[src/hw/rtl/i2cm_pkg.sv]
package i2cm_pkg;

    // Command codes on the action field
    localparam logic [1:0] ACT_NONE  = 2'd0;
    localparam logic [1:0] ACT_WRITE = 2'd1;
    localparam logic [1:0] ACT_READ  = 2'd2;

    // Configuration register indexes
    localparam logic [1:0] CFG_TARGET_ADDRESS = 2'd0;
    localparam logic [1:0] CFG_PHASE_TICKS    = 2'd1;
    localparam logic [1:0] CFG_ACK_TIMEOUT    = 2'd2;

    localparam int CfgDataWidth = 16;

    // Register reset values
    localparam logic [6:0]  RST_TARGET_ADDRESS = 7'd0;
    localparam logic [7:0]  RST_PHASE_TICKS    = 8'd6;
    localparam logic [15:0] RST_ACK_TIMEOUT    = 16'd1000;

    typedef struct packed {
        logic [1:0] action;
        logic [7:0] reg_address;
        logic [7:0] write_value;
        logic       sda_in;
    } t_in_item;

    typedef struct packed {
        logic       scl_level;
        logic       sda_level;
        logic       sda_drive;
        logic       busy_res;
        logic       done_res;
        logic [7:0] read_value;
        logic       ack_error;
    } t_out_item;

endpackage

[src/hw/rtl/i2c_master_register_access.sv]
// Single-register I2C master sequencer, advanced by one tick per transaction.
//
// Input channel (i_in_valid / o_in_ready / i_in_data): each transaction is one
// bus tick carrying an optional command (write or read register), the register
// address, the write byte and the sampled SDA level. A command is taken only
// while the sequencer is idle; otherwise it is ignored.
// Output channel (o_out_valid / i_out_ready / o_out_data): one result per input
// transaction with the SCL/SDA levels, SDA drive enable, busy, done pulse, the
// last read byte and the ACK error flag after that tick.
// Config port (i_cfg_we / i_cfg_index / i_cfg_data): target address, ticks per
// bus phase and ACK timeout; write only while no transaction is in flight.
//
// The result of a tick is registered, in the result register or the skid register.
// Throughput: one tick per cycle; the whole tick update is a single pass of
// the sequencer logic between the state registers and the result register.
// A two-entry output stage (result plus skid register) keeps o_in_ready a
// register: when the receiver stalls, one more tick is taken into the skid
// register and input then stalls until the receiver drains it.
// Reset (i_rst_n low, synchronous) returns to idle with SCL high, SDA high and
// driven, counters cleared, registers at their reset values, outputs empty.
module i2c_master_register_access (
    input  logic                    i_clk,
    input  logic                    i_rst_n,
    input  logic                    i_cfg_we,
    input  logic [1:0]              i_cfg_index,
    input  logic [15:0]             i_cfg_data,
    input  logic                    i_in_valid,
    output logic                    o_in_ready,
    input  i2cm_pkg::t_in_item      i_in_data,
    output logic                    o_out_valid,
    input  logic                    i_out_ready,
    output i2cm_pkg::t_out_item     o_out_data
);
    import i2cm_pkg::*;

    // Sequencer phases; waiting phases hold the pins for a delay count,
    // idle, byte end and read finish are zero-time steps.
    typedef enum logic [23:0] {
        PH_IDLE     = 24'h000001,
        PH_ST_A     = 24'h000002,
        PH_ST_B     = 24'h000004,
        PH_ST_C     = 24'h000008,
        PH_WB_A     = 24'h000010,
        PH_WB_LO    = 24'h000020,
        PH_WB_HI    = 24'h000040,
        PH_WB_ACKLO = 24'h000080,
        PH_WB_ACKHI = 24'h000100,
        PH_WB_POLL  = 24'h000200,
        PH_WB_END   = 24'h000400,
        PH_SP_A     = 24'h000800,
        PH_SP_B     = 24'h001000,
        PH_SP_C     = 24'h002000,
        PH_DONE     = 24'h004000,
        PH_RB_A     = 24'h008000,
        PH_RB_LO    = 24'h010000,
        PH_RB_HI    = 24'h020000,
        PH_RB_SAMP  = 24'h040000,
        PH_RB_NACK  = 24'h080000,
        PH_RB_C     = 24'h100000,
        PH_RB_D     = 24'h200000,
        PH_RB_E     = 24'h400000,
        PH_RB_F     = 24'h800000
    } t_phase;

    // Configuration registers
    logic [6:0]  r_target_addr;
    logic [7:0]  r_phase_ticks;
    logic [15:0] r_ack_timeout;

    // Sequencer state
    t_phase      r_phase,      n_phase;
    logic [2:0]  r_byte_idx,   n_byte_idx;
    logic [3:0]  r_bit_cnt,    n_bit_cnt;
    logic [7:0]  r_delay,      n_delay;
    logic [15:0] r_ack_wait,   n_ack_wait;
    logic [7:0]  r_shift,      n_shift;
    logic        r_cmd_read,   n_cmd_read;
    logic [7:0]  r_lat_reg,    n_lat_reg;
    logic [7:0]  r_lat_val,    n_lat_val;
    logic        r_err,        n_err;
    logic        r_scl,        n_scl;
    logic        r_sda,        n_sda;
    logic        r_drive,      n_drive;
    logic [7:0]  r_rd_byte,    n_rd_byte;

    // Output stage
    logic        r_out_valid;
    t_out_item   r_out_data;
    logic        r_skid_valid;
    t_out_item   r_skid_data;

    logic        in_fire;
    logic        out_take;
    t_out_item   result;

    logic [7:0]  half_ticks;
    t_phase      cur_ph;
    logic        run_wait;
    logic [7:0]  wait_len;

    assign o_in_ready  = !r_skid_valid;
    assign in_fire     = i_in_valid && o_in_ready;
    assign out_take    = r_out_valid && i_out_ready;
    assign o_out_valid = r_out_valid;
    assign o_out_data  = r_out_data;
    assign half_ticks  = r_phase_ticks >> 1;

    // One tick of the sequencer: a pending delay just counts down; otherwise
    // resolve at most one zero-time step, then run the waiting step it leads to.
    always_comb begin
        n_phase    = r_phase;
        n_byte_idx = r_byte_idx;
        n_bit_cnt  = r_bit_cnt;
        n_delay    = r_delay;
        n_ack_wait = r_ack_wait;
        n_shift    = r_shift;
        n_cmd_read = r_cmd_read;
        n_lat_reg  = r_lat_reg;
        n_lat_val  = r_lat_val;
        n_err      = r_err;
        n_scl      = r_scl;
        n_sda      = r_sda;
        n_drive    = r_drive;
        n_rd_byte  = r_rd_byte;
        run_wait   = 1'b0;
        wait_len   = '0;
        cur_ph     = r_phase;

        // Leave the stop hold once its count has run out
        if (cur_ph == PH_DONE && r_delay == '0) begin
            cur_ph = PH_IDLE;
        end

        if (r_delay != '0) begin
            n_delay = r_delay - 8'd1;
        end else begin
            run_wait = 1'b1;
            case (cur_ph)
                PH_IDLE: begin
                    if (i_in_data.action == ACT_WRITE || i_in_data.action == ACT_READ) begin
                        n_cmd_read = (i_in_data.action == ACT_READ);
                        n_lat_reg  = i_in_data.reg_address;
                        n_lat_val  = i_in_data.write_value;
                        n_err      = 1'b0;
                        n_byte_idx = 3'd0;
                        cur_ph     = PH_ST_A;
                    end else begin
                        run_wait = 1'b0;
                    end
                end
                PH_WB_END: begin
                    n_scl   = 1'b0;
                    n_drive = 1'b1;
                    if (r_err) begin
                        cur_ph = PH_SP_A;
                    end else if (r_byte_idx == 3'd0) begin
                        n_byte_idx = 3'd1;
                        n_shift    = r_lat_reg;
                        cur_ph     = PH_WB_A;
                    end else if (r_byte_idx == 3'd1) begin
                        n_byte_idx = 3'd2;
                        if (r_cmd_read) begin
                            cur_ph = PH_ST_A;    // repeated start
                        end else begin
                            n_shift = r_lat_val;
                            cur_ph  = PH_WB_A;
                        end
                    end else if (r_cmd_read) begin
                        n_byte_idx = 3'd4;
                        cur_ph     = PH_RB_A;
                    end else begin
                        cur_ph = PH_SP_A;
                    end
                end
                PH_RB_F: begin
                    n_rd_byte = r_shift;
                    cur_ph    = PH_SP_A;
                end
                default: begin
                end
            endcase

            n_phase = cur_ph;

            if (run_wait) begin
                case (cur_ph)
                    PH_ST_A: begin
                        n_sda = 1'b1; n_scl = 1'b1;
                        wait_len = r_phase_ticks; n_phase = PH_ST_B;
                    end
                    PH_ST_B: begin
                        n_sda = 1'b0;
                        wait_len = r_phase_ticks; n_phase = PH_ST_C;
                    end
                    PH_ST_C: begin
                        n_scl = 1'b0;
                        if (n_byte_idx == 3'd2) begin
                            n_byte_idx = 3'd3;
                            n_shift    = {r_target_addr, 1'b1};
                        end else begin
                            n_shift    = {r_target_addr, 1'b0};
                        end
                        wait_len = r_phase_ticks; n_phase = PH_WB_A;
                    end
                    PH_WB_A: begin
                        n_drive = 1'b1; n_bit_cnt = '0;
                        wait_len = r_phase_ticks; n_phase = PH_WB_LO;
                    end
                    PH_WB_LO: begin
                        n_scl = 1'b0;
                        n_sda = n_shift[3'd7 - n_bit_cnt[2:0]];
                        wait_len = r_phase_ticks; n_phase = PH_WB_HI;
                    end
                    PH_WB_HI: begin
                        n_scl     = 1'b1;
                        n_bit_cnt = n_bit_cnt + 4'd1;
                        wait_len  = r_phase_ticks;
                        n_phase   = (n_bit_cnt >= 4'd8) ? PH_WB_ACKLO : PH_WB_LO;
                    end
                    PH_WB_ACKLO: begin
                        n_scl = 1'b0; n_drive = 1'b0;
                        wait_len = r_phase_ticks; n_phase = PH_WB_ACKHI;
                    end
                    PH_WB_ACKHI: begin
                        n_scl = 1'b1; n_ack_wait = '0;
                        wait_len = half_ticks; n_phase = PH_WB_POLL;
                    end
                    PH_WB_POLL: begin
                        if (i_in_data.sda_in && r_ack_wait < r_ack_timeout) begin
                            n_ack_wait = r_ack_wait + 16'd1;
                            wait_len   = 8'd1;
                            n_phase    = PH_WB_POLL;
                        end else begin
                            if (r_ack_wait >= r_ack_timeout) begin
                                n_err = 1'b1;
                            end
                            wait_len = half_ticks;
                            n_phase  = PH_WB_END;
                        end
                    end
                    PH_SP_A: begin
                        n_sda = 1'b0;
                        wait_len = r_phase_ticks; n_phase = PH_SP_B;
                    end
                    PH_SP_B: begin
                        n_scl = 1'b1;
                        wait_len = r_phase_ticks; n_phase = PH_SP_C;
                    end
                    PH_SP_C: begin
                        n_sda = 1'b1;
                        wait_len = r_phase_ticks; n_phase = PH_DONE;
                    end
                    PH_RB_A: begin
                        n_drive = 1'b0; n_bit_cnt = '0; n_shift = '0;
                        wait_len = r_phase_ticks; n_phase = PH_RB_LO;
                    end
                    PH_RB_LO: begin
                        n_scl = 1'b0;
                        wait_len = r_phase_ticks; n_phase = PH_RB_HI;
                    end
                    PH_RB_HI: begin
                        n_scl = 1'b1;
                        wait_len = half_ticks; n_phase = PH_RB_SAMP;
                    end
                    PH_RB_SAMP: begin
                        if (i_in_data.sda_in) begin
                            n_shift[3'd7 - r_bit_cnt[2:0]] = 1'b1;
                        end
                        n_bit_cnt = r_bit_cnt + 4'd1;
                        wait_len  = half_ticks;
                        n_phase   = (n_bit_cnt >= 4'd8) ? PH_RB_NACK : PH_RB_LO;
                    end
                    PH_RB_NACK: begin
                        n_scl = 1'b0; n_drive = 1'b1; n_sda = 1'b1;
                        wait_len = r_phase_ticks; n_phase = PH_RB_C;
                    end
                    PH_RB_C: begin
                        n_scl = 1'b1;
                        wait_len = r_phase_ticks; n_phase = PH_RB_D;
                    end
                    PH_RB_D: begin
                        n_scl = 1'b0;
                        wait_len = r_phase_ticks; n_phase = PH_RB_E;
                    end
                    PH_RB_E: begin
                        n_sda = 1'b1;
                        wait_len = r_phase_ticks; n_phase = PH_RB_F;
                    end
                    default: begin
                        n_phase = PH_IDLE;
                    end
                endcase
                // A zero-length wait still lasts one tick; this tick is counted
                n_delay = (wait_len == '0) ? 8'd0 : wait_len - 8'd1;
            end
        end

        result.scl_level  = n_scl;
        result.sda_level  = n_sda;
        result.sda_drive  = n_drive;
        result.busy_res   = (n_phase != PH_IDLE);
        result.done_res   = (n_phase == PH_DONE) && (n_delay == '0);
        result.read_value = n_rd_byte;
        result.ack_error  = n_err;
    end

    // Configuration registers
    always_ff @(posedge i_clk) begin
        if (!i_rst_n) begin
            r_target_addr <= RST_TARGET_ADDRESS;
            r_phase_ticks <= RST_PHASE_TICKS;
            r_ack_timeout <= RST_ACK_TIMEOUT;
        end else if (i_cfg_we) begin
            case (i_cfg_index)
                CFG_TARGET_ADDRESS: r_target_addr <= i_cfg_data[6:0];
                CFG_PHASE_TICKS:    r_phase_ticks <= i_cfg_data[7:0];
                CFG_ACK_TIMEOUT:    r_ack_timeout <= i_cfg_data[15:0];
                default: begin
                end
            endcase
        end
    end

    // Advance the sequencer on every accepted tick
    always_ff @(posedge i_clk) begin
        if (!i_rst_n) begin
            r_phase    <= PH_IDLE;
            r_byte_idx <= '0;
            r_bit_cnt  <= '0;
            r_delay    <= '0;
            r_ack_wait <= '0;
            r_shift    <= '0;
            r_cmd_read <= 1'b0;
            r_lat_reg  <= '0;
            r_lat_val  <= '0;
            r_err      <= 1'b0;
            r_scl      <= 1'b1;
            r_sda      <= 1'b1;
            r_drive    <= 1'b1;
            r_rd_byte  <= '0;
        end else if (in_fire) begin
            r_phase    <= n_phase;
            r_byte_idx <= n_byte_idx;
            r_bit_cnt  <= n_bit_cnt;
            r_delay    <= n_delay;
            r_ack_wait <= n_ack_wait;
            r_shift    <= n_shift;
            r_cmd_read <= n_cmd_read;
            r_lat_reg  <= n_lat_reg;
            r_lat_val  <= n_lat_val;
            r_err      <= n_err;
            r_scl      <= n_scl;
            r_sda      <= n_sda;
            r_drive    <= n_drive;
            r_rd_byte  <= n_rd_byte;
        end
    end

    // Output stage: fill the result register when free, else park in skid
    always_ff @(posedge i_clk) begin
        if (!i_rst_n) begin
            r_out_valid  <= 1'b0;
            r_skid_valid <= 1'b0;
        end else if (in_fire) begin
            if (!r_out_valid || out_take) begin
                r_out_valid <= 1'b1;
            end else begin
                r_skid_valid <= 1'b1;
            end
        end else if (out_take) begin
            r_out_valid  <= r_skid_valid;
            r_skid_valid <= 1'b0;
        end
    end

    always_ff @(posedge i_clk) begin
        if (in_fire) begin
            if (!r_out_valid || out_take) begin
                r_out_data <= result;
            end else begin
                r_skid_data <= result;
            end
        end else if (out_take && r_skid_valid) begin
            r_out_data <= r_skid_data;
        end
    end

    // Skid register only holds a result behind a full result register
    a_skid_behind_out: assert property (@(posedge i_clk) disable iff (!i_rst_n)
        r_skid_valid |-> r_out_valid)
        else $error("skid register holds a result while the result register is empty");

    // Idle leaves no delay pending
    a_idle_no_delay: assert property (@(posedge i_clk) disable iff (!i_rst_n)
        (r_phase == PH_IDLE) |-> (r_delay == '0))
        else $error("delay pending while idle");

    // Idle bus: SCL high, SDA high and driven
    a_idle_bus: assert property (@(posedge i_clk) disable iff (!i_rst_n)
        (r_phase == PH_IDLE) |-> (r_scl && r_sda && r_drive))
        else $error("bus not released while idle");

    // Done pulse comes only with busy
    a_done_busy: assert property (@(posedge i_clk) disable iff (!i_rst_n)
        (r_out_valid && r_out_data.done_res) |-> r_out_data.busy_res)
        else $error("done without busy");

    // Byte index never passes the read data byte
    a_byte_idx_range: assert property (@(posedge i_clk) disable iff (!i_rst_n)
        r_byte_idx <= 3'd4)
        else $error("byte index out of range");

endmodule

[config.mk]
export PLATFORM = sky130hd
export DESIGN_NAME = i2c_master_register_access
export DESIGN_NICKNAME = d
export VERILOG_FILES = /design/src/hw/rtl/i2cm_pkg.sv /design/src/hw/rtl/i2c_master_register_access.sv
export SDC_FILE = /design/constraint.sdc
export NUM_CORES = 1
export LEC_CHECK = 0
export ABC_AREA = 1
export BUFFER_PORTS_ARGS = -buffer_cell sky130_fd_sc_hd__buf_2
export CAP_MARGIN = 20
export CORE_MARGIN = 1
export CORE_UTILIZATION = 56
export DETAILED_ROUTE_END_ITERATION = 16
export PLACE_DENSITY = 0.74
export RECOVER_POWER = 100
export SLEW_MARGIN = 10
export SYNTH_ARGS = -nofsm -noshare
export SYNTH_HDL_FRONTEND = slang
export SYNTH_SLANG_ARGS = --single-unit
[constraint.sdc]
create_clock -name i_clk -period 4 [get_ports i_clk]
set_clock_uncertainty 0.2 [all_clocks]
set_input_delay 0.8 -clock i_clk [delete_from_list [all_inputs] [get_ports i_clk]]
set_output_delay 0.8 -clock i_clk [all_outputs]
set_load 0.02 [all_outputs]
Word level (Yosys, flattened, before mapping)

Cells that the tools add are included.

Add/sub/neg operators: 5
Order comparisons: 5
Equal/unequal tests: 35
Mux-type cells: 81
Bitwise gates (word level): 3
Reductions and logical operators: 42

Operators by type and width:

| cell                                                                     | number |
|---|---|
| 24-bit one-hot mux with 20 select lines                                  | 1 |
| 24-bit two-way mux                                                       | 8 |
| 8-bit two-way mux                                                        | 16 |
| 24-bit one-hot mux with 3 select lines                                   | 1 |
| 24-bit by 15-bit equality test with 1-bit output (second input constant) | 2 |
| 8-bit one-hot mux with 3 select lines                                    | 2 |
| 14-bit two-way mux                                                       | 3 |
| 16-bit two-way mux                                                       | 2 |
| 16-bit one-hot mux with 2 select lines                                   | 1 |
| 1-bit two-way mux                                                        | 27 |
| 3-bit two-way mux                                                        | 9 |
| 24-bit by 1-bit equality test with 1-bit output (second input constant)  | 1 |
| 24-bit by 10-bit equality test with 1-bit output (second input constant) | 1 |
| 24-bit by 11-bit equality test with 1-bit output (second input constant) | 1 |
| 24-bit by 12-bit equality test with 1-bit output (second input constant) | 1 |
| 24-bit by 13-bit equality test with 1-bit output (second input constant) | 1 |
| 24-bit by 14-bit equality test with 1-bit output (second input constant) | 1 |
| 24-bit by 16-bit equality test with 1-bit output (second input constant) | 1 |
| 24-bit by 17-bit equality test with 1-bit output (second input constant) | 1 |
| 24-bit by 18-bit equality test with 1-bit output (second input constant) | 1 |
| 24-bit by 19-bit equality test with 1-bit output (second input constant) | 1 |
| 24-bit by 2-bit equality test with 1-bit output (second input constant)  | 1 |
| 24-bit by 20-bit equality test with 1-bit output (second input constant) | 1 |
| 24-bit by 21-bit equality test with 1-bit output (second input constant) | 1 |
| 54 further kinds                                                         | 86 |

Bits in registers: 153
Output and inout port bits: 16
Word-level logic and storage cells: 204

Longest topological paths before layout

Gate-level depths: netlist (run 1).

Depth after elaboration: 19
Mapped depth: 37
Gate-level depth less buffers: 37

Worst setup path before layout (run 1)

Ideal clock, no wire load.

Path type: reg-to-reg
Start: reg r_delay[0]
End: reg r_out_data, in the netlist o_out_data[9], data pin
Setup time: 0.141 ns
Data arrival time: 3.488 ns
Required time: 3.659 ns
Setup slack: 0.171 ns
Stages on the path, launching flop included: 36
Path buffers: 0
Period minus slack after synthesis: 3.829 ns
Path through: dfxtp_1 > inv_1 > ha_1 > nand2_2 > nor2_4 > nand4_4 > nand2_4 > nand2_1 > inv_2 > nand2_1 > inv_1 > nand2_2 > nand2_2 > nand2_2 > nand3_2 > inv_2 > nand2_2 > inv_2 > nand2_2 > inv_2 > nand2_2 > nand3_2 > nand2_1 > inv_1 > a21oi_1 > ha_1 > nand3_4 > nor2_8 > nand3_4 > nand2_1 > nand2_1 > nor2_1 > nand3_1 > nor2_1 > nand2_1 > a21oi_2

Word-level cells in the longest chain between the ends: 19
Elaborated cells between the ends (all ways): 51
Those cells by class: add/sub: 2; eq/ne: 24; mux: 17; reduce/logical: 8

Ends and longest elaborated chain:

| item                                                                                    | RTL line                          | RTL |
|---|---|---|
| from (decl)                                                                             | i2c_master_register_access.sv:74  | `logic [7:0] r_delay, n_delay;` |
| from (signal assigned)                                                                  | i2c_master_register_access.sv:345 | `r_delay <= n_delay;` |
| 8-bit logical NOT                                                                       | i2c_master_register_access.sv:130 | `if (cur_ph == PH_DONE && r_delay == '0) begin` |
| 1-bit logical AND                                                                       | i2c_master_register_access.sv:130 |  |
| 24-bit two-way mux                                                                      | i2c_master_register_access.sv:130 |  |
| 24-bit equality test, or another cell as far along                                      | i2c_master_register_access.sv:138 | `case (cur_ph)` |
| 24-bit one-hot mux with 3 select lines                                                  | i2c_master_register_access.sv:138 |  |
| 24-bit two-way mux                                                                      | i2c_master_register_access.sv:134 | `if (r_delay != '0) begin` |
| 24-bit by 4-bit equality test with 1-bit output, or another cell as far along           | i2c_master_register_access.sv:186 | `case (cur_ph)` |
| 16-bit OR reduction (no source line) / 3-bit OR reduction (equally long branches)       | n/a                               |  |
| [3 not listed]                                                                          | n/a                               |  |
| 8-bit by 1-bit subtractor with 8-bit output / 8-bit logical NOT (equally long branches) | i2c_master_register_access.sv:294 | `n_delay = (wait_len == '0) ? 8'd0 : wait_len - 8'd1;` |
| 8-bit two-way mux                                                                       | i2c_master_register_access.sv:294 |  |
| 8-bit two-way mux                                                                       | i2c_master_register_access.sv:185 | `if (run_wait) begin` |
| 8-bit two-way mux                                                                       | i2c_master_register_access.sv:134 |  |
| 8-bit logical NOT                                                                       | i2c_master_register_access.sv:302 | `result.done_res = (n_phase == PH_DONE) && (n_delay == '0);` |
| 1-bit logical AND *                                                                     | i2c_master_register_access.sv:302 |  |
| 14-bit two-way mux *                                                                    | i2c_master_register_access.sv:378 | `if (!r_out_valid \|\| out_take) begin` |
| 14-bit two-way mux *                                                                    | i2c_master_register_access.sv:377 | `if (in_fire) begin` |
| to (signal assigned)                                                                    | i2c_master_register_access.sv:379 | `r_out_data <= result;` |
| to (signal assigned)                                                                    | i2c_master_register_access.sv:384 | `r_out_data <= r_skid_data;` |
| to (decl)                                                                               | i2c_master_register_access.sv:88  | `t_out_item r_out_data;` |

Every way passes the cells marked *; elsewhere a longest branch is shown, timed or not. The select of a mux whose other input is x is not followed.
A chain may end at the register's enable or synchronous reset.

Worst setup path after layout (run 1)

Start: reg r_phase[8]
End: reg r_out_data, in the netlist o_out_data[9], data pin

Word-level cells in the longest chain between the ends: 19
Elaborated cells between the ends (all ways): 49
Those cells by class: add/sub: 1; eq/ne: 25; mux: 17; reduce/logical: 6

Ends and longest elaborated chain:

| item                                                                                    | RTL line                          | RTL |
|---|---|---|
| from (decl)                                                                             | i2c_master_register_access.sv:71  | `t_phase r_phase, n_phase;` |
| from (signal assigned)                                                                  | i2c_master_register_access.sv:342 | `r_phase <= n_phase;` |
| 24-bit by 15-bit equality test with 1-bit output                                        | i2c_master_register_access.sv:130 |  |
| 1-bit logical AND                                                                       | i2c_master_register_access.sv:130 |  |
| 24-bit two-way mux                                                                      | i2c_master_register_access.sv:130 |  |
| 24-bit equality test, or another cell as far along                                      | i2c_master_register_access.sv:138 |  |
| 24-bit one-hot mux with 3 select lines                                                  | i2c_master_register_access.sv:138 |  |
| 24-bit two-way mux                                                                      | i2c_master_register_access.sv:134 |  |
| 24-bit by 4-bit equality test with 1-bit output, or another cell as far along           | i2c_master_register_access.sv:186 |  |
| 16-bit OR reduction (no source line) / 3-bit OR reduction (equally long branches)       | n/a                               |  |
| [3 not listed]                                                                          | n/a                               |  |
| 8-bit by 1-bit subtractor with 8-bit output / 8-bit logical NOT (equally long branches) | i2c_master_register_access.sv:294 |  |
| 8-bit two-way mux                                                                       | i2c_master_register_access.sv:294 |  |
| 8-bit two-way mux                                                                       | i2c_master_register_access.sv:185 |  |
| 8-bit two-way mux                                                                       | i2c_master_register_access.sv:134 |  |
| 8-bit logical NOT                                                                       | i2c_master_register_access.sv:302 |  |
| 1-bit logical AND *                                                                     | i2c_master_register_access.sv:302 |  |
| 14-bit two-way mux *                                                                    | i2c_master_register_access.sv:378 |  |
| 14-bit two-way mux *                                                                    | i2c_master_register_access.sv:377 |  |

Marks and branches as above.

==> results by group, run 1 <==
Run status
  • Status: finished with violations
  • Violated checks: capacitance limit, slew limit, setup timing

Power and ir drop
  • IR drop worst, VDD: ~0.35 mV
  • Flop pwr share: about 35%
  • Total Power: ~5000 uW
  • Sw power: about 1800 uW
  • Sw frac: 36.2%
  • Cell Pwr Density: roughly 420 nW/um^2
  • Cell Int Power: 3160 uW
  • Combinational Power Share: a little under a third
  • Clk pwr share: 33.6%
  • Leak pwr: 0.00549 uW

Min path
  • Hold_sp: r_lat_reg[7]$_SDFFE_PN0P_
  • Hold crit path type: reg -> reg

Layout
  • Most flop-heavy register: r_phase
  • Area growth from synthesis to layout: 28.5%
  • Seq. cell area: around 3400 um^2
  • Area of the multi-input gates: approximately 5400 um^2
  • Nets: between 1500 and 2000
  • Max reg flops: 24
  • Final-layout fill cell count: 1284
  • Fraction of layout cells with a size suffix above 1: roughly a quarter
  • Biggest regs: r_phase x24, r_ack_timeout x16, r_ack_wait x16
  • Final core utilization: between 70% and 80%
  • # diodes: 0

Global route
  • GRT Total Usage: between 30% and 40%
  • Grt ovf: 0
  • Initial antenna violation count: 0
  • Vias in the first global route: roughly 8700
  • Largest net degree at the start of global routing: 46
  • Global-route wire length before repair: between 40000 and 50000 um

CTS
  • Clk buf depth: 2
  • TritonCTS Buffers: 17
  • H-tree depth: 4
  • CTS tree: yes
  • Total clock sinks: 153
  • Reg clk slew, reported paths: around 0.070 ns
  • Later-pin clock latency in the skew report: 0.44 ns
  • Root Driver: clkbuf_16

Synthesis
  • Yosys top cell area share: between 20 and 30%
  • Syn Nets: between 1000 and 1500
  • Synth warn: 0
  • Sequential fraction of the synthesis area: between 30 and 40%
  • Synth Register Bits: between 150 and 200
  • Synth area leader: dfxtp_1
  • Post-Synthesis Cell Area: 9190 um^2
  • Cells after Synth: 1337
  • Distinct cells, synth: 54
  • Synth area leaders: dfxtp_1 (27%), nand2_1 (11%), edfxtp_1 (9.2%)
  • Mean Syn Cell Area: around 7 um^2

Worst setup path
  • Worst r2r src: r_phase[8]$_SDFFE_PN0P_
  • Critical path's top delay family: simple AND/OR/NAND/NOR gates
  • Crit path capture type: flop
  • CP max FO: 3
  • Buffers & Inverters on Critical Path: 5
  • CP peak stage delay: 0.34 ns
  • Worst setup startpoint: r_phase[8]$_SDFFE_PN0P_
  • Crit-path most repeated cell: nand2_1
  • Critical Path Source Type: flop
  • CP Class: reg -> reg
  • WP data required: 4.09 ns
  • WP data arrival: roughly 4.2 ns
  • Worst path slowest cell: dfxtp_2

Drt
  • DR WL/cell: roughly 16 um
  • Pre-antenna DRT Iters: 5
  • Via count: between 9000 and 10000
  • Vias per inst: between 5 and 6
  • Drt initial violations: 799
  • Final WL: 27100 um
  • DRC violations left: 0
  • Detail Route Antenna Nets: 0

Placed design
  • GP Congestion: around 0.96
  • I/O Buffers: between 50 and 60
  • Hpwl dp: 19400 um
  • Place WS: -0.137 ns

STA
  • FMAX: about 240 MHz
  • Max_slew headroom: -0.623%
  • Least-Margin Pin Slew: around 1.5 ns
  • Final worst path period need: ~4.1 ns
  • Final hold viol count: 0
  • RSZ-0062 raised after global routing: yes
  • Tcrit/Tclk final: 103%
  • Fin. max-slew vios: 35
  • Final Worst Setup Slack: -0.123 ns
  • Fin Hold WS: about 0.26 ns
  • Final setup fails: 3

Floorplanning
  • Die area: around 17000 um^2
  • Die Width: between 100 and 150 um
  • Cell Rows: 46
  • Initial core utilization: between 50 and 60%
  • I/O pin count: slightly below 60
  • Die height: between 100 and 150 um
  • Placeable Area: between 15000 and 20000 um^2

Job
  • Max-cap violations: 1
[cell families (layout without fill, tap and decap cells)]
family / count (synthesis) / in the layout / synth area share, %
simple gates: 606 / 607 / 30.7
flops: 153 / 153 / 36.4
fa+ha+maj: 21 / 21 / 2.86
compound gates: 290 / 290 / 18.9
buf+inv: 263 / 444 / 10.8
xor+xnor: 4 / 4 / 0.381
[power groups by stage]
stage	combinational (uW)	sequential [uW]	clock [uW]
after floorplan	800	1750	0
after global placement	1260	1740	0
after detailed placement	1270	1740	0
after CTS	1370	1700	1680
after global routing	1720	1720	1750
final	1580	1710	1660
[cells in the mapped netlist (all sizes together)]
| cell | instances |
|---|---|
| nand3b | 2 |
| o211ai | 21 |
| a221oi | 1 |
| nand3 | 67 |
| a21o | 1 |
| a211oi | 30 |
| a21oi | 91 |
| nand4 | 20 |
| nand2 | 286 |
| o2111ai | 2 |
| o311ai | 1 |
| a41oi | 1 |
| ha | 21 |
| clkbuf | 40 |
| o21bai | 2 |
| buf | 6 |
| inv | 212 |
| a22o | 1 |
| and3 | 5 |
| nor2 | 191 |
| o22ai | 5 |
| o221ai | 18 |
| nor4 | 4 |
| xor2 | 4 |
| o21ai | 94 |
| a22oi | 3 |
| a31oi | 11 |
| o32ai | 2 |
| o21a | 3 |
| clkinv | 5 |
| a21boi | 2 |
| nor3 | 27 |
| nor3b | 4 |
| dfxtp | 125 |
| edfxtp | 28 |
| o31ai | 1 |
[what timing repair did]
| item | CTS | global route |
|---|---|---|
| setup endpoints to repair | 5 | 19 |
| gates resized for setup | 45 | 118 |
| cloned | 1 | 0 |
| hold buffers | 0 | 0 |
| setup buffers | 4 | 13 |
| pin swaps | 17 | 56 |
[stage by stage]
| stage | cell area [um^2] | TNS, ns | std cells |
|---|---|---|---|
| finish | 11800 | -0.255 | 1735 |
| global route | 11800 | -2.19 | 1735 |
| CTS | 11300 | 0 | 1722 |
| detailed placement | 10500 | -0.227 | 1685 |
| global placement | 10500 | -0.118 | 1685 |
| floorplan | 9190 | 0 | 1337 |
[cells in the final DEF, fill, tap and decap left out, drive strengths merged, types with 3 or more instances in the layout]
cell | netlist | final
a21oi | 91 | 91
a31oi | 11 | 11
o211ai | 21 | 21
xor2 | 4 | 4
buf | 6 | 173
o21a | 3 | 3
nand2 | 286 | 286
ha | 21 | 21
edfxtp | 28 | 28
nor3b | 4 | 4
o221ai | 18 | 18
nor4 | 4 | 4
dfxtp | 125 | 125
a211oi | 30 | 30
a22oi | 3 | 3
nand3 | 67 | 67
nor3 | 27 | 27
nor2 | 191 | 192
and3 | 5 | 5
nand4 | 20 | 20
inv | 212 | 219
o21ai | 94 | 94
clkbuf | 40 | 39
o22ai | 5 | 5
clkinv | 5 | 10
[worst reg2reg max path, delay by kind of cell, from the launching register on]
family	cells	cell delay, ns
buf+inv	5	0.60
simple gates	21	2.57
compound gates	3	0.29
flops	1	0.34
[cell type report]
type	count	share of cell area (%)
Multi-Input combinational cell	922	46.0
Sequential cell	153	28.4
Timing Repair Buffer	195	11.1
Inverter	217	6.98
Clock buffer	17	3.60
Tap cell	216	2.29
Clock inverter	15	1.69
[path summary, 6_finish.rpt]
kind	slack, ns	end	depth (start not counted)
setup / recovery	-0.12	o_out_data[9]$_DFFE_PP_	29
setup reg to reg	-0.12	o_out_data[9]$_DFFE_PP_	29
hold reg to reg	0.26	r_lat_reg[7]$_SDFFE_PN0P_	2
hold / removal	0.26	r_lat_reg[7]$_SDFFE_PN0P_	2
[layer usage]
metal / wire length [um] / track usage, % / share of wire, % / up-vias
met5: 0 / 0 / 0 / -
met4: 608 / 10.8 / 2.2 / 0
met3: 2090 / 7.75 / 7.7 / 53
met2: 12500 / 52.5 / 46 / 345
met1: 11900 / 41.8 / 44 / 4472
li1: - / - / - / 4766
No activity file was read; power rests on OpenSTA's default activity.
==> run 2: changes to the inputs <==
- ABC_AREA: 1 -> default
- CELL_PAD_IN_SITES_DETAIL_PLACEMENT: default -> 0
- CELL_PAD_IN_SITES_GLOBAL_PLACEMENT: default -> 2
- CORE_UTILIZATION: 56 -> 33
- GPL_TIMING_DRIVEN: default -> 0
- PLACE_DENSITY: 0.74 -> 0.73
==> results by group, run 2 <==
Run status
  • Status: finished with violations
  • Violated checks: setup timing

Floorplanning
  • I/O pin count: 58
  • Die height: 165 um
  • Die area: around 27000 um^2
  • Placeable Area: around 26000 um^2
  • Die Width: between 150 and 200 um
  • Cell Rows: between 50 and 60
  • Initial core utilization: 33.5%

Worst setup path
  • WP data required: between 4 and 5 ns
  • Worst path slowest cell: nor4_4
  • Critical Path Source Type: flop
  • WP data arrival: approximately 5.4 ns
  • CP peak stage delay: between 0.6 and 0.7 ns
  • CP Class: reg -> reg
  • Crit path capture type: flop
  • Worst-path cell chain: nor4_4 -> nand4_1 -> buf_4 -> buf_4 -> o31ai_4 -> o21ai_2 -> o41ai_2 -> or4_4 -> buf_8 -> clkbuf_16 -> a22oi_2 -> ha_2 -> inv_2 -> a211o_1 -> and4b_1 -> nor4_2 -> o311ai_2 -> or4_4 -> and3b_1
  • R2R setup slack: -1.26 ns
  • CP max FO: 10

Layout
  • Biggest regs: r_phase x24, r_ack_timeout x16, r_ack_wait x16
  • Most frequent cells in the layout: nand2_1 (144), nor2_1 (125), dfxtp_1 (112), a21oi_1 (108), buf_4 (86)
  • Final core utilization: 44.5%
  • Design Area, Final: between 10000 and 15000 um^2
  • # diodes: 0
  • Most flop-heavy register: r_phase
  • Nets: 1322
  • Max reg flops: 24
  • Most common cell after layout, fill and taps aside: nand2_1
  • Fraction of layout cells with a size suffix above 1: 25.3%
  • Area growth from synthesis to layout: 32.6%

Power and ir drop
  • Sw frac: 35.2%
  • Flop pwr share: 37.4%
  • Sw power: around 1600 uW
  • Leak pwr: around 0.0044 uW
  • Cell Pwr Density: between 400 and 500 nW/um^2
  • Cell Int Power: 3000 uW
  • Combinational Power Share: a little over a quarter
  • Clk pwr share: between 30% and 40%
  • IR drop worst, VDD: approximately 0.29 mV

Global route
  • Vias in the first global route: approximately 8300
  • GRT Total Usage: around 24%
  • Grt ovf: 0
  • Initial antenna violation count: 0
  • Largest net degree at the start of global routing: 20
  • Global-route wire length before repair: around 49000 um

Drt
  • Final WL: ~32000 um
  • Vias per inst: roughly 5.4
  • Via count: 8728
  • Detail Route Antenna Nets: 0
  • DRC violations left: 0
  • Pre-antenna DRT Iters: 4
  • DR WL/cell: between 15 and 20 um
  • Drt initial violations: just over 500

Synthesis
  • EDFF count, synth: 28
  • Count leader, synth: nand2_1
  • Post-Synthesis Cell Area: roughly 8700 um^2
  • Ys async rst share: 0%
  • Yosys top cell area share: around 29%
  • Synth area leader: dfxtp_1
  • Synth warn: 0
  • Synth Register Bits: 153
  • Most common library cells after synthesis: nand2_1 (151), nor2_1 (139), dfxtp_1 (125)
  • Cells after Synth: roughly 1100
  • Sequential fraction of the synthesis area: between 30% and 40%
  • Distinct cells, synth: between 70 and 80
  • Synth Flop Type: dfxtp_1
  • Mean Syn Cell Area: 7.97 um^2
  • Synth area leaders: dfxtp_1 (29%), edfxtp_1 (9.6%), a21oi_1 (6.5%)
  • Syn Nets: between 1000 and 1500

CTS
  • CTS tree: yes
  • Total clock sinks: ~150
  • Root Driver: clkbuf_16
  • Clk buf depth: 2
  • Reg clk slew, reported paths: around 0.08 ns
  • TritonCTS Buffers: 17
  • Later-pin clock latency in the skew report: roughly 0.45 ns
  • H-tree depth: 4

Min path
  • Hold crit path type: reg -> reg

STA
  • Max_slew headroom: 8.45%
  • FMAX: approximately 190 MHz
  • Least-Margin Pin Slew: between 1 and 1.5 ns
  • Final Worst Setup Slack: -1.26 ns
  • Fin. max-slew vios: 0
  • Tcrit/Tclk final: 131%
  • Final worst path period need: 5.26 ns
  • RSZ-0062 raised after global routing: yes
  • Final hold viol count: 0
  • Final setup fails: 12

Placed design
  • Hpwl dp: 23300 um
  • Dpl cell area: between 9000 and 10000 um^2
  • GP Congestion: between 0.9 and 1
  • I/O Buffers: 56

Job
  • Max-cap violations: 0
[run 2: final cells by class]
cell class	count	area [um^2]
clock inverter	15	193
timing repair buffer	157	1080
multi-input combinational	840	5670
clock buffer	17	425
tap	335	419
inverter	40	155
fill	2658	14400
sequential	153	3370
buffer	50	244
[run 2: worst max-delay path: cells and delay by family (launching register included)]
kind,cells,cell delay (ns)
AND/OR/NAND/NOR,7,2.33
buffers and inverters,5,0.67
adder cells (fa/ha/maj),1,0.18
flip-flops,1,0.37
AO/OA/AOI/OAI,6,1.39
[run 2: final timing paths]
check / cells past startpoint / to / startpoint
max: 19 / r_skid_data[9]$_DFFE_PP_ / r_phase[17]$_SDFFE_PN0P_
min: 2 / r_lat_reg[2]$_SDFFE_PN0P_ / r_lat_reg[2]$_SDFFE_PN0P_
max reg2reg: 19 / r_skid_data[9]$_DFFE_PP_ / r_phase[17]$_SDFFE_PN0P_
min reg2reg: 2 / r_lat_reg[2]$_SDFFE_PN0P_ / r_lat_reg[2]$_SDFFE_PN0P_
[run 2: repair_timing]
action,CTS,global route
pin swaps,44,46
buffers inserted,67,34
hold buffers,0,0
endpoints found under the setup margin,56,55
gates cloned,0,0
gates resized for setup,101,78
[run 2: power by group through the flow]
stage | registers, uW | clock network [uW] | logic, uW
global placement | 1760 | 0 | 888
finish | 1730 | 1690 | 1210
CTS | 1720 | 1720 | 1120
floorplan | 1740 | 0 | 572
global route | 1740 | 1790 | 1300
detailed placement | 1760 | 0 | 883
[run 2: metal layers]
layer	part of all wire [%]	wire length, um	GRT usage, %	vias to the layer above
met5	0	0	0	-
met4	1.9	606	8.01	0
met3	4.0	1290	2.84	41
met2	47	15000	39.0	230
met1	47	14900	33.0	4173
li1	-	-	-	4284
[run 2: kinds of logic (layout without fill, tap and decap cells)]
family | Yosys count | after routing | synth area share (%)
buffers and inverters | 101 | 279 | 4.59
AND/OR/NAND/NOR | 488 | 488 | 28.3
AO/OA/AOI/OAI | 275 | 275 | 19.3
flip-flops | 153 | 153 | 38.4
adder cells (fa/ha/maj) | 21 | 21 | 3.01
XOR/XNOR | 24 | 24 | 2.41
multiplexers | 32 | 32 | 4.01
[run 2: through the flow]
step                hold slack, ns  total power [uW]  TNS, ns  setup WS, ns  cells
floorplan                    0.232              2310    -2.99         -1.03   1094
global route                 0.273              4830    -9.92         -1.47   1607
finish                       0.252              4640    -8.06         -1.26   1607
global placement             0.239              2650   -60.86         -2.22   1485
CTS                          0.254              4560    -7.39         -1.27   1575
detailed placement           0.245              2640   -43.92         -2.14   1486
==> run 3: changes to the inputs <==
- CELL_PAD_IN_SITES_DETAIL_PLACEMENT: 0 -> 1
- CELL_PAD_IN_SITES_GLOBAL_PLACEMENT: 2 -> 1
- CORE_UTILIZATION: 33 -> 41
- PLACE_DENSITY: 0.73 -> 0.84
==> results by group, run 3 (synthesis results as in run 2) <==
Power and ir drop
  • IR drop worst, VDD: around 0.24 mV
  • Clk pwr share: a little over a third
  • Cell Int Power: between 3000 and 4000 uW
  • Cell Pwr Density: roughly 430 nW/um^2
  • Sw frac: about a third
  • Leak pwr: around 0.0043 uW
  • Sw power: between 1500 and 2000 uW
  • Combinational Power Share: approximately 28%
  • Total Power: slightly below 5000 uW
  • Flop pwr share: approximately 36%

Worst setup path
  • WP data arrival: between 5 and 6 ns
  • Critical Path Source Type: flop
  • Worst path slowest cell: or4_4
  • Critical path's top delay family: simple AND/OR/NAND/NOR gates
  • CP max FO: 8
  • Buffers & Inverters on Critical Path: 6
  • Worst-path cell chain: inv_2 -> ha_4 -> nor4b_4 -> buf_4 -> buf_4 -> nand2_4 -> nor4_4 -> o32ai_1 -> a22oi_1 -> o22ai_1 -> or4_4 -> buf_8 -> clkbuf_16 -> a22oi_2 -> ha_4 -> inv_2 -> a211o_1 -> and3b_2 -> nor4_4 -> o311ai_2 -> or4_4 -> and3b_1
  • CP Class: reg -> reg
  • WP data required: 4.10 ns
  • Crit path capture type: flop
  • CP peak stage delay: 0.51 ns

Drt
  • DRC violations left: 0
  • DR WL/cell: 25.4 um
  • Pre-antenna DRT Iters: 5
  • Detail Route Antenna Nets: 0
  • Final WL: roughly 40000 um
  • Drt initial violations: 1043
  • Via count: roughly 10000
  • Vias per inst: around 6.4

Global route
  • Largest net degree at the start of global routing: 17
  • Global-route wire length before repair: between 50000 and 60000 um
  • GRT Total Usage: between 30% and 40%
  • Vias in the first global route: around 9900
  • Grt ovf: 0
  • Initial antenna violation count: 2

CTS
  • CTS tree: yes
  • Later-pin clock latency in the skew report: ~0.44 ns
  • H-tree depth: 4
  • TritonCTS Buffers: 17
  • Root Driver: clkbuf_16
  • Clk buf depth: 2
  • Total clock sinks: 153
  • Reg clk slew, reported paths: around 0.070 ns
  • CTS Hold Bufs: 0

Layout
  • Final-layout fill cell count: about 2500
  • Most common cell after layout, fill and taps aside: nand2_1
  • Final core utilization: 54.3%
  • Most flop-heavy register: r_phase
  • Fraction of layout cells with a size suffix above 1: 22.5%
  • Area growth from synthesis to layout: 28.1%
  • Biggest regs: r_phase x24, r_ack_timeout x16, r_ack_wait x16
  • Most frequent cells in the layout: nand2_1 (146), nor2_1 (127), dfxtp_1 (119), a21oi_1 (107), buf_4 (81)
  • Max reg flops: 24
  • Design Area, Final: 11200 um^2
  • Nets: approximately 1300

STA
  • FMAX: between 150 and 200 MHz
  • Final hold viol count: 0
  • Final worst path period need: 5.72 ns
  • RSZ-0062 raised after global routing: yes
  • Fin. max-slew vios: 0
  • Final Worst Setup Slack: -1.72 ns
  • Final setup fails: 52
  • Max_slew headroom: a little under a quarter
  • Least-Margin Pin Slew: around 1.1 ns
  • Tcrit/Tclk final: 143%

Run status
  • Violated checks: setup timing
  • Status: finished with violations

Job
  • Max-cap violations: 0

Placed design
  • GP Congestion: just over 0.9
  • Place WS: -2.15 ns
  • Hpwl dp: 23700 um
  • Dpl cell area: 9430 um^2
  • I/O Buffers: 56

Floorplanning
  • Cell Rows: 52
  • Initial core utilization: 42.4%
  • Die area: approximately 22000 um^2
  • Die Width: around 150 um
  • Die height: between 100 and 150 um
  • Placeable Area: 20600 um^2
  • I/O pin count: 58

Min path
  • Hold crit path type: reg -> reg
-- run 3: timing repair --
item                                    4_1_cts  5_1_grt
pin swaps                                    43       35
endpoints found under the setup margin       56       57
resized for setup                            78       42
gates cloned                                  0        0
setup buffers                                66       21
-- run 3: path summary, 6_finish.rpt --
check / start / end / slack (ns) / cells past startpoint
setup reg to reg: r_delay[1]$_SDFFE_PN0P_ / r_skid_data[9]$_DFFE_PP_ / -1.72 / 22
hold reg to reg: r_lat_reg[3]$_SDFFE_PN0P_ / r_lat_reg[3]$_SDFFE_PN0P_ / 0.26 / 2
hold / removal: r_lat_reg[3]$_SDFFE_PN0P_ / r_lat_reg[3]$_SDFFE_PN0P_ / 0.26 / 2
setup / recovery: r_delay[1]$_SDFFE_PN0P_ / r_skid_data[9]$_DFFE_PP_ / -1.72 / 22
-- run 3: power by group through the flow --
| stage | Sequential [uW] | Combinational (uW) | Clock (uW) |
|---|---|---|---|
| floorplan | 1740 | 572 | 0 |
| global placement | 1740 | 855 | 0 |
| detailed placement | 1750 | 882 | 0 |
| CTS | 1720 | 1140 | 1680 |
| global route | 1730 | 1430 | 1780 |
| finish | 1730 | 1370 | 1720 |
-- run 3: layer usage --
| metal | GRT usage (%) | up-vias | part of all wire [%] |
|---|---|---|---|
| li1 | - | 4254 | - |
| met1 | 40.9 | 4709 | 38 |
| met2 | 55.2 | 564 | 46 |
| met3 | 6.91 | 221 | 8.7 |
| met4 | 17.5 | 2 | 6.7 |
| met5 | 0 | - | 0.039 |
-- run 3: layout make-up --
class	count	area, um^2	share of cell area (%)
inverter	40	153	1.37
sequential	153	3360	30.1
tap	270	338	3.03
clock inverter	15	164	1.47
clock buffer	17	425	3.81
antenna	1	2.50	0.0224
multi-input combinational	840	5550	49.7
timing repair buffer	143	940	8.42
buffer	51	241	2.16
-- run 3: worst register-to-register path, stage by stage (launching register included) --
cell and delay, ns:
dfxtp_4 0.36, inv_2 0.07, ha_4 0.13, nor4b_4 0.34
buf_4 0.18, buf_4 0.15, nand2_4 0.13, nor4_4 0.34
o32ai_1 0.21, a22oi_1 0.25, o22ai_1 0.13, or4_4 0.49
buf_8 0.17, clkbuf_16 0.15, a22oi_2 0.35, ha_4 0.20
inv_2 0.04, a211o_1 0.30, and3b_2 0.23, nor4_4 0.24
o311ai_2 0.18, or4_4 0.51, and3b_1 0.25
-- run 3: per-stage QoR --
step	setup TNS [ns]	instances	hold WS, ns
after floorplan	-2.99	1094	0.232
after global placement	-55.70	1420	0.240
after detailed placement	-40.20	1422	0.247
after CTS	-7.83	1511	0.256
after global routing	-25.15	1529	0.276
final	-20.98	1530	0.258
